<file path="src/rtl/dtq_pkg.sv">
package dtq_pkg;

    localparam int DTQ_CAPACITY = 32;
    localparam int TIME_W       = 48;
    localparam int SLOT_W       = 5;
    localparam int TAG_W        = 8;
    localparam int KIND_W       = 3;
    localparam int CMD_W        = 2;

    localparam logic [CMD_W-1:0] CMD_INSERT = 2'd0;
    localparam logic [CMD_W-1:0] CMD_CANCEL = 2'd1;
    localparam logic [CMD_W-1:0] CMD_TICK   = 2'd2;

    localparam logic [KIND_W-1:0] KIND_ARMED     = 3'd0;
    localparam logic [KIND_W-1:0] KIND_FULL      = 3'd1;
    localparam logic [KIND_W-1:0] KIND_CANCELLED = 3'd2;
    localparam logic [KIND_W-1:0] KIND_STALE     = 3'd3;
    localparam logic [KIND_W-1:0] KIND_EXPIRED   = 3'd4;
    localparam logic [KIND_W-1:0] KIND_TICK_DONE = 3'd5;

endpackage

</file>
<file path="src/rtl/deadline_timer_queue.sv">
// Timer queue kept as a deadline-sorted list in a RAM with registered reads.
// Insert walks the list from the tail and cancel from the head, one entry at a time.
// A tick finds expired timers from the head, emits each one, then compacts the list.
// One command is in flight at a time; a finished result waits in the output register.
// Reset (aresetn low, synchronous) empties the queue and zeroes all slot tags;
// the list RAM needs no clearing pass.
module deadline_timer_queue
    import dtq_pkg::*;
#(
    parameter int CAPACITY = DTQ_CAPACITY
) (
    input  logic                aclk,
    input  logic                aresetn,
    input  logic                s_valid,
    output logic                s_ready,
    input  logic [CMD_W-1:0]    s_cmd,
    input  logic [TIME_W-1:0]   s_time_value,
    input  logic [SLOT_W-1:0]   s_slot,
    input  logic [TAG_W-1:0]    s_tag,
    output logic                m_valid,
    input  logic                m_ready,
    output logic [KIND_W-1:0]   m_kind,
    output logic [SLOT_W-1:0]   m_out_slot,
    output logic [TAG_W-1:0]    m_out_tag,
    output logic [TIME_W-1:0]   m_next_deadline,
    output logic                m_next_valid,
    output logic                m_last
);

    localparam int AW = (CAPACITY > 1) ? $clog2(CAPACITY) : 1;
    localparam int CW = $clog2(CAPACITY + 1);

    localparam logic [3:0] ST_IDLE  = 4'd0;
    localparam logic [3:0] ST_INS   = 4'd1;
    localparam logic [3:0] ST_INSRD = 4'd2;
    localparam logic [3:0] ST_INSWR = 4'd3;
    localparam logic [3:0] ST_CAN   = 4'd4;
    localparam logic [3:0] ST_CANRD = 4'd5;
    localparam logic [3:0] ST_CANPR = 4'd6;
    localparam logic [3:0] ST_TKRD  = 4'd7;
    localparam logic [3:0] ST_TKCK  = 4'd8;
    localparam logic [3:0] ST_EMRD  = 4'd9;
    localparam logic [3:0] ST_EMOUT = 4'd10;
    localparam logic [3:0] ST_CPRD  = 4'd11;
    localparam logic [3:0] ST_CPWR  = 4'd12;
    localparam logic [3:0] ST_RES   = 4'd13;

    logic [3:0]         state_reg;
    logic [TIME_W-1:0]  tv_reg;
    logic [SLOT_W-1:0]  islot_reg;
    logic [TAG_W-1:0]   itag_reg;
    logic [CW-1:0]      idx_reg;
    logic [CW-1:0]      n_reg;
    logic [CW-1:0]      count_reg;
    logic               found_reg;
    logic [TIME_W-1:0]  nd_reg;
    logic [TIME_W-1:0]  head_reg;
    logic [AW-1:0]      free_reg;
    logic [CAPACITY-1:0] busy_reg;
    logic [TAG_W-1:0]   tag_reg [CAPACITY];
    logic [KIND_W-1:0]  res_kind_reg;
    logic [SLOT_W-1:0]  res_slot_reg;
    logic [TAG_W-1:0]   res_tag_reg;

    logic [TIME_W-1:0]  sd_mem [CAPACITY];
    logic [AW-1:0]      ss_mem [CAPACITY];
    logic [TIME_W-1:0]  rd_sd;
    logic [AW-1:0]      rd_ss;

    logic [AW-1:0]      ra;
    logic [AW-1:0]      wa;
    logic               we;
    logic [TIME_W-1:0]  wd_sd;
    logic [AW-1:0]      wd_ss;

    logic [AW-1:0]      ta;
    logic               t_busy;
    logic [TAG_W-1:0]   t_tag;
    logic               free_found;
    logic [AW-1:0]      free_idx;
    logic [AW-1:0]      islot_idx;
    logic               islot_ok;
    logic               out_free;
    logic [CW-1:0]      idx_m1;
    logic [CW-1:0]      post_count;

    assign out_free   = !m_valid || m_ready;
    assign s_ready    = (state_reg == ST_IDLE);
    assign islot_idx  = AW'(islot_reg);
    assign islot_ok   = (32'(islot_reg) < CAPACITY);
    assign idx_m1     = idx_reg - CW'(1);
    assign post_count = count_reg - n_reg;

    always_comb begin
        free_found = 1'b0;
        free_idx   = '0;
        for (int i = CAPACITY - 1; i >= 0; i--) begin
            if (!busy_reg[i]) begin
                free_found = 1'b1;
                free_idx   = AW'(i);
            end
        end
    end

    always_comb begin
        case (state_reg) inside
            ST_INS, ST_INSRD, ST_INSWR: ta = free_reg;
            ST_EMOUT:                   ta = rd_ss;
            default:                    ta = islot_idx;
        endcase
    end
    assign t_busy = busy_reg[ta];
    assign t_tag  = tag_reg[ta];

    always_comb begin
        ra    = idx_reg[AW-1:0];
        we    = 1'b0;
        wa    = idx_reg[AW-1:0];
        wd_sd = rd_sd;
        wd_ss = rd_ss;
        unique case (state_reg)
            ST_INSRD: begin
                ra = idx_m1[AW-1:0];
                if (idx_reg == '0) begin
                    we    = 1'b1;
                    wd_sd = tv_reg;
                    wd_ss = free_reg;
                end
            end
            ST_INSWR: begin
                ra = idx_m1[AW-1:0];
                we = 1'b1;
                if (rd_sd <= tv_reg) begin
                    wd_sd = tv_reg;
                    wd_ss = free_reg;
                end
            end
            ST_CANPR: begin
                wa = idx_m1[AW-1:0];
                we = found_reg;
            end
            ST_CPWR: begin
                wa = AW'(idx_reg - n_reg);
                we = 1'b1;
            end
            default: ;
        endcase
    end

    always_ff @(posedge aclk) begin
        if (we) begin
            sd_mem[wa] <= wd_sd;
            ss_mem[wa] <= wd_ss;
        end
        rd_sd <= sd_mem[ra];
        rd_ss <= ss_mem[ra];
    end

    always_ff @(posedge aclk) begin
        if (!aresetn) begin
            state_reg <= ST_IDLE;
            count_reg <= '0;
            busy_reg  <= '0;
            m_valid   <= 1'b0;
            for (int i = 0; i < CAPACITY; i++) tag_reg[i] <= '0;
        end else begin
            if (m_valid && m_ready && state_reg != ST_EMOUT && state_reg != ST_RES)
                m_valid <= 1'b0;
            unique case (state_reg)
                ST_IDLE: begin
                    if (s_valid) begin
                        tv_reg    <= s_time_value;
                        islot_reg <= s_slot;
                        itag_reg  <= s_tag;
                        idx_reg   <= '0;
                        n_reg     <= '0;
                        found_reg <= 1'b0;
                        case (s_cmd)
                            CMD_INSERT: state_reg <= ST_INS;
                            CMD_CANCEL: state_reg <= ST_CAN;
                            CMD_TICK:   state_reg <= ST_TKRD;
                            default: begin
                                res_kind_reg <= KIND_TICK_DONE;
                                res_slot_reg <= '0;
                                res_tag_reg  <= '0;
                                state_reg    <= ST_RES;
                            end
                        endcase
                    end
                end
                ST_INS: begin
                    if (32'(count_reg) >= CAPACITY || !free_found) begin
                        res_kind_reg <= KIND_FULL;
                        res_slot_reg <= '0;
                        res_tag_reg  <= '0;
                        state_reg    <= ST_RES;
                    end else begin
                        free_reg  <= free_idx;
                        idx_reg   <= count_reg;
                        state_reg <= ST_INSRD;
                    end
                end
                ST_INSRD: begin
                    if (idx_reg == '0) begin
                        head_reg  <= tv_reg;
                        state_reg <= ST_RES;
                    end else begin
                        state_reg <= ST_INSWR;
                    end
                end
                ST_INSWR: begin
                    if (rd_sd > tv_reg) begin
                        idx_reg   <= idx_m1;
                        state_reg <= ST_INSRD;
                    end else begin
                        state_reg <= ST_RES;
                    end
                end
                ST_CAN: begin
                    if (islot_ok && t_busy && t_tag == itag_reg) begin
                        state_reg <= ST_CANRD;
                    end else begin
                        res_kind_reg <= KIND_STALE;
                        res_slot_reg <= islot_reg;
                        res_tag_reg  <= itag_reg;
                        state_reg    <= ST_RES;
                    end
                end
                ST_CANRD: begin
                    if (idx_reg == count_reg) begin
                        count_reg           <= count_reg - CW'(1);
                        busy_reg[islot_idx] <= 1'b0;
                        tag_reg[islot_idx]  <= t_tag + TAG_W'(1);
                        res_kind_reg        <= KIND_CANCELLED;
                        res_slot_reg        <= islot_reg;
                        res_tag_reg         <= itag_reg;
                        state_reg           <= ST_RES;
                    end else begin
                        state_reg <= ST_CANPR;
                    end
                end
                ST_CANPR: begin
                    if (found_reg) begin
                        if (idx_m1 == '0) head_reg <= rd_sd;
                    end else if (rd_ss == islot_idx) begin
                        found_reg <= 1'b1;
                    end
                    idx_reg   <= idx_reg + CW'(1);
                    state_reg <= ST_CANRD;
                end
                ST_TKRD: begin
                    if (idx_reg == count_reg) begin
                        n_reg     <= idx_reg;
                        idx_reg   <= '0;
                        state_reg <= ST_EMRD;
                    end else begin
                        state_reg <= ST_TKCK;
                    end
                end
                ST_TKCK: begin
                    if (rd_sd <= tv_reg) begin
                        idx_reg   <= idx_reg + CW'(1);
                        state_reg <= ST_TKRD;
                    end else begin
                        n_reg     <= idx_reg;
                        nd_reg    <= rd_sd;
                        idx_reg   <= '0;
                        state_reg <= ST_EMRD;
                    end
                end
                ST_EMRD: begin
                    state_reg <= (idx_reg == n_reg) ? ST_CPRD : ST_EMOUT;
                end
                ST_EMOUT: begin
                    if (out_free) begin
                        m_valid         <= 1'b1;
                        m_kind          <= KIND_EXPIRED;
                        m_out_slot      <= SLOT_W'(rd_ss);
                        m_out_tag       <= t_tag;
                        m_next_valid    <= (post_count != '0);
                        m_next_deadline <= (post_count != '0) ? nd_reg : '0;
                        m_last          <= 1'b0;
                        busy_reg[ta]    <= 1'b0;
                        tag_reg[ta]     <= t_tag + TAG_W'(1);
                        idx_reg         <= idx_reg + CW'(1);
                        state_reg       <= ST_EMRD;
                    end
                end
                ST_CPRD: begin
                    if (idx_reg == count_reg) begin
                        count_reg    <= post_count;
                        head_reg     <= nd_reg;
                        res_kind_reg <= KIND_TICK_DONE;
                        res_slot_reg <= '0;
                        res_tag_reg  <= '0;
                        state_reg    <= ST_RES;
                    end else begin
                        state_reg <= ST_CPWR;
                    end
                end
                ST_CPWR: begin
                    idx_reg   <= idx_reg + CW'(1);
                    state_reg <= ST_CPRD;
                end
                ST_RES: begin
                    if (out_free) begin
                        m_valid         <= 1'b1;
                        m_kind          <= res_kind_reg;
                        m_out_slot      <= res_slot_reg;
                        m_out_tag       <= res_tag_reg;
                        m_next_valid    <= (count_reg != '0);
                        m_next_deadline <= (count_reg != '0) ? head_reg : '0;
                        m_last          <= 1'b1;
                        state_reg       <= ST_IDLE;
                    end
                end
                default: state_reg <= ST_IDLE;
            endcase
            if ((state_reg == ST_INSRD && idx_reg == '0) ||
                (state_reg == ST_INSWR && rd_sd <= tv_reg)) begin
                count_reg         <= count_reg + CW'(1);
                busy_reg[free_reg] <= 1'b1;
                res_kind_reg      <= KIND_ARMED;
                res_slot_reg      <= SLOT_W'(free_reg);
                res_tag_reg       <= t_tag;
            end
        end
    end

`ifndef ASSERT_OFF
    a_count_range: assert property (@(posedge aclk) disable iff (!aresetn)
        32'(count_reg) <= CAPACITY)
        else $error("pending count above capacity");
    a_busy_count: assert property (@(posedge aclk) disable iff (!aresetn)
        state_reg == ST_IDLE |-> $countones(busy_reg) == 32'(count_reg))
        else $error("busy slots disagree with pending count");
    a_expired_not_last: assert property (@(posedge aclk) disable iff (!aresetn)
        m_valid && m_kind == KIND_EXPIRED |-> !m_last)
        else $error("expired result marked last");
    a_done_last: assert property (@(posedge aclk) disable iff (!aresetn)
        m_valid && m_kind == KIND_TICK_DONE |-> m_last)
        else $error("tick done not marked last");
    a_accept_leaves_idle: assert property (@(posedge aclk) disable iff (!aresetn)
        s_valid && s_ready |=> state_reg != ST_IDLE)
        else $error("accepted command not started");
`endif

endmodule

</file>
<file path="config.mk">
export PLATFORM = sky130hd
export DESIGN_NAME = deadline_timer_queue
export DESIGN_NICKNAME = d
export VERILOG_FILES = /design/src/rtl/dtq_pkg.sv /design/src/rtl/deadline_timer_queue.sv
export SDC_FILE = /design/constraint.sdc
export NUM_CORES = 2
export LEC_CHECK = 0
export BUFFER_PORTS_ARGS = -buffer_cell sky130_fd_sc_hd__buf_2
export CAP_MARGIN = 0
export CORE_ASPECT_RATIO = 1.4
export CORE_MARGIN = 1.5
export CORE_UTILIZATION = 26
export CTS_BUF_LIST = sky130_fd_sc_hd__clkbuf_8 sky130_fd_sc_hd__clkbuf_16
export DETAILED_ROUTE_END_ITERATION = 10
export GPL_ROUTABILITY_DRIVEN = 0
export PLACE_DENSITY = 0.46
export SETUP_SLACK_MARGIN = 0.15
export SLEW_MARGIN = 20
export SYNTH_ARGS = -nofsm -noshare
export SYNTH_HDL_FRONTEND = slang
export SYNTH_SLANG_ARGS = --single-unit
</file>
<file path="constraint.sdc">
create_clock -name aclk -period 6.65 [get_ports aclk]
set_input_delay 0.3325 -clock aclk [delete_from_list [all_inputs] [get_ports aclk]]
set_output_delay 0.3325 -clock aclk [all_outputs]
set_load 0.005 [all_outputs]
</file>
==> summary.txt <==
Placed design
  • Post-DP Area: 0.101 mm^2
  • PortBufs: 134
  • Dpl ws: 1.19 ns
  • Detailed-placement wirelength estimate: 174 mm
  • Post-Place Cells: slightly below 10000

Floorplan
  • Ports: ~140
  • Die Height: 711 um
  • Row count: 259
  • Die area: 0.362 mm^2
  • DIE WIDTH: 509 um
  • Initial Utilization: 26.2%
  • Core Region: 0.356 mm^2

Layout
  • Design area: 0.109 mm^2
  • Layout fillers: between 30000 and 40000
  • Commonest cells after routing, fill and taps aside: 2209 x edfxtp_1, 537 x mux4_2, 412 x nand2_1
  • Area grow syn2layout: 17.4%
  • Share of layout cells above drive strength 1: 24.7%
  • Non-Filler Instances: 10300
  • Nets@finish: 5555
  • Commonest non-fill, non-tap cell in the layout: edfxtp_1
  • Max reg flops: 1536

Synthesis
  • Yosys cell types: 92
  • Synth Register Bits: 2305
  • Cell taking the most area after synthesis: edfxtp_1
  • Yosys warning count: 0
  • Post-synth top flop: edfxtp_1
  • Post-synth top area share: 71.2%
  • Post-synth EDFFs: roughly 2200
  • Gate Count Post-Synth: just over 5000
  • Synthesized Nets: 5197
  • Avg Cell Area, Syn: 18.4 um^2
  • Cell area after synthesis: 0.0932 mm^2
  • Largest cells by area after synthesis: edfxtp_1 71%, mux4_2 13%, dfxtp_1 2.1%, nand2_1 1.7%, nor2_1 1.5%
  • Post-synth ARST share: 0%
  • Seq/Total Area, Yosys: 73.3%

Global routing
  • Grt met1 use: about a fifth
  • Vias in the first global route: 52000
  • Largest net degree at the start of global routing: 72
  • Most utilized layer in the global route result: met2
  • Met2 usage: 27.9%
  • Initial antenna violation count: 12
  • Global-route met3 utilization: between 2 and 2.5%
  • Total Routing Usage GR: 16.1%
  • Global-route wire length before repair: roughly 410 mm
  • Grt ovf: 0

Worst setup path
  • Worst EP arrival: 5.97 ns
  • Reg2Reg Depth: 14
  • R2R Path End: res_tag_reg[4]$_DFFE_PP_
  • Worst path required time: a little over 7 ns
  • Crit path launch type: flip-flop
  • Crit Path Category: flip-flop to flip-flop
  • Maximum fanout along the worst path: 38
  • Worst r2r src: state_reg[1]$_SDFFE_PN0P_
  • Critical path capture point type: flip-flop
  • Worst reg-to-reg setup slack: ~1.2 ns

Detailed routing
  • Drc violations: 0
  • Initial DRC Count: 4946
  • Total routed wirelength: around 300 mm
  • WL per Instance: 28.8 um
  • First-pass DRT Iterations: 5
  • Via count: 50700
  • DR vias/cell: 4.91
  • ANT nets after route: 0

STA
  • Final clock skew: 0.103 ns
  • RSZ-0062 raised after global routing: false
  • Final Hold Viols: 0
  • Fin worst setup slack: 1.16 ns
  • Post-layout min period: 5.49 ns
  • # setup viols final: 0
  • Max Freq: 0.182 GHz
  • Max Transition Viols Final: 0
  • Setup TNS: 0 ns
  • Fin Hold WS: 0.0967 ns
  • Period utilization: 82.6%
  • Slew margin rel.: 22.0%
  • Worst slew pin tran: approximately 1.2 ns

Clocking
  • H-tree levels: 4
  • Clock transition at path regs: 0.06 ns
  • Clock Path Buffers: 4
  • CTS Buf Count: 242
  • CTS tree: yes
  • Postcts setup bufs: 0
  • Clock Sinks: about 2300
  • Clk Latency, worst-skew pair: 0.93 ns
  • Root buffer cell: clkbuf_16

Power and ir drop
  • Leak: 35.4 nW
  • PwrDens: 435 mW/mm^2
  • Maximum vdd drop: 0.342 mV

Job
  • Number of max-capacitance violations reported: 0

Min path
  • End point of the worst hold path: state_reg[1]$_SDFFE_PN0P_
  • Hold_sp: s_cmd[1]
  • WHS Path Cells: 6
  • Type of the worst min-delay path: primary input to flip-flop

Outcome
  • Status: complete, no violations
[logic make-up (layout without fill, tap and decap cells)]
| kind of cell | count (synthesis) | count (layout) | synth area share (%) |
|---|---|---|---|
| other | 0 | 7 | 0 |
| buffers and inverters | 367 | 917 | 1.73 |
| adders and majority gates | 66 | 66 | 0.903 |
| DFF | 2305 | 2305 | 73.3 |
| AOI/OAI and AO/OA | 536 | 536 | 3.95 |
| muxes | 699 | 699 | 14.8 |
| xor gates and xnor gates | 51 | 51 | 0.508 |
| and+or+nand+nor | 1040 | 1040 | 4.83 |
[worst max path at each step]
stage	start	to	slack [ns]	depth (start not counted)
2_1_floorplan	idx_reg[0]$_DFFE_PP_	head_reg[0]$_DFFE_PP_	1.25	8
3_3_place_gp	tv_reg[20]$_DFFE_PP_	sd_mem[29][27]$_DFFE_PP_	1.24	11
3_5_place_dp	tv_reg[20]$_DFFE_PP_	sd_mem[24][27]$_DFFE_PP_	1.19	11
4_1_cts	tv_reg[20]$_DFFE_PP_	sd_mem[24][27]$_DFFE_PP_	1.07	11
5_1_grt	state_reg[0]$_SDFFE_PN0P_	res_tag_reg[4]$_DFFE_PP_	0.84	13
6_report	state_reg[1]$_SDFFE_PN0P_	res_tag_reg[4]$_DFFE_PP_	1.16	14
[routing by layer]
layer	up-vias	share of wire, %	wire, um
li1	21100	-	-
met1	27600	42	124000
met2	1565	51	151000
met3	446	4.5	13300
met4	2	2.9	8710
met5	-	0.0044	13
[cells in the mapped netlist, types with 27 or more instances]
master / n
edfxtp_1: 2209
mux4_2: 537
nand2_1: 412
nor2_1: 374
clkbuf_1: 171
o21ai_0: 143
mux2i_1: 105
dfxtp_1: 96
inv_1: 81
nand3_1: 73
ha_1: 64
a21oi_1: 63
a22oi_1: 62
mux2_2: 56
buf_1: 55
a22o_1: 49
nor3_1: 37
buf_2: 33
a21o_1: 27
[repair_timing]
item | 4_1_cts | 5_1_grt
hold buffers | 63 | 0
gates resized for setup | 0 | 0
endpoints found under the hold margin | 84 | 0
[area by class of cell]
type	instances	area, um^2	share of cell area (%)
Timing Repair Buffer	397	3400	3.10
Clock inverter	174	1130	1.04
Antenna cell	7	17.5	0.0160
Sequential cell	2305	68300	62.4
Tap cell	4698	5880	5.37
Inverter	84	315	0.288
Clock buffer	262	6330	5.79
Multi-Input combinational cell	2392	24000	22.0
[metrics by stage]
stage          util (%)  power [mW]
4_1_cts            30.7        48.1
5_1_grt            30.7        49.5
3_5_place_dp       28.4        35.1
2_1_floorplan         -        29.5
6_report           30.7        47.6
3_3_place_gp       28.4        34.9
[where the power goes]
group | switching [mW] | total, mW | leakage [nW] | internal, mW
Combinational | 9.21 | 15.5 | 10.4 | 6.31
Sequential | 0.641 | 19.1 | 21.0 | 18.5
Clock | 5.69 | 13.0 | 3.92 | 7.28
Total | 15.5 | 47.6 | 35.4 | 32.1
[critical path, stage by stage (launching register included)]
cell	delay, ns
dfxtp_1	0.48
buf_4	0.40
nor4b_1	0.29
o21ai_0	0.23
and2_1	0.23
buf_4	0.25
nand3_1	0.43
o22ai_1	0.14
o41ai_1	0.68
o211a_1	0.52
nor3b_1	0.24
o211ai_1	0.10
nor4_1	0.46
buf_4	0.23
a31oi_2	0.37
(Power assumes the default switching activity.)
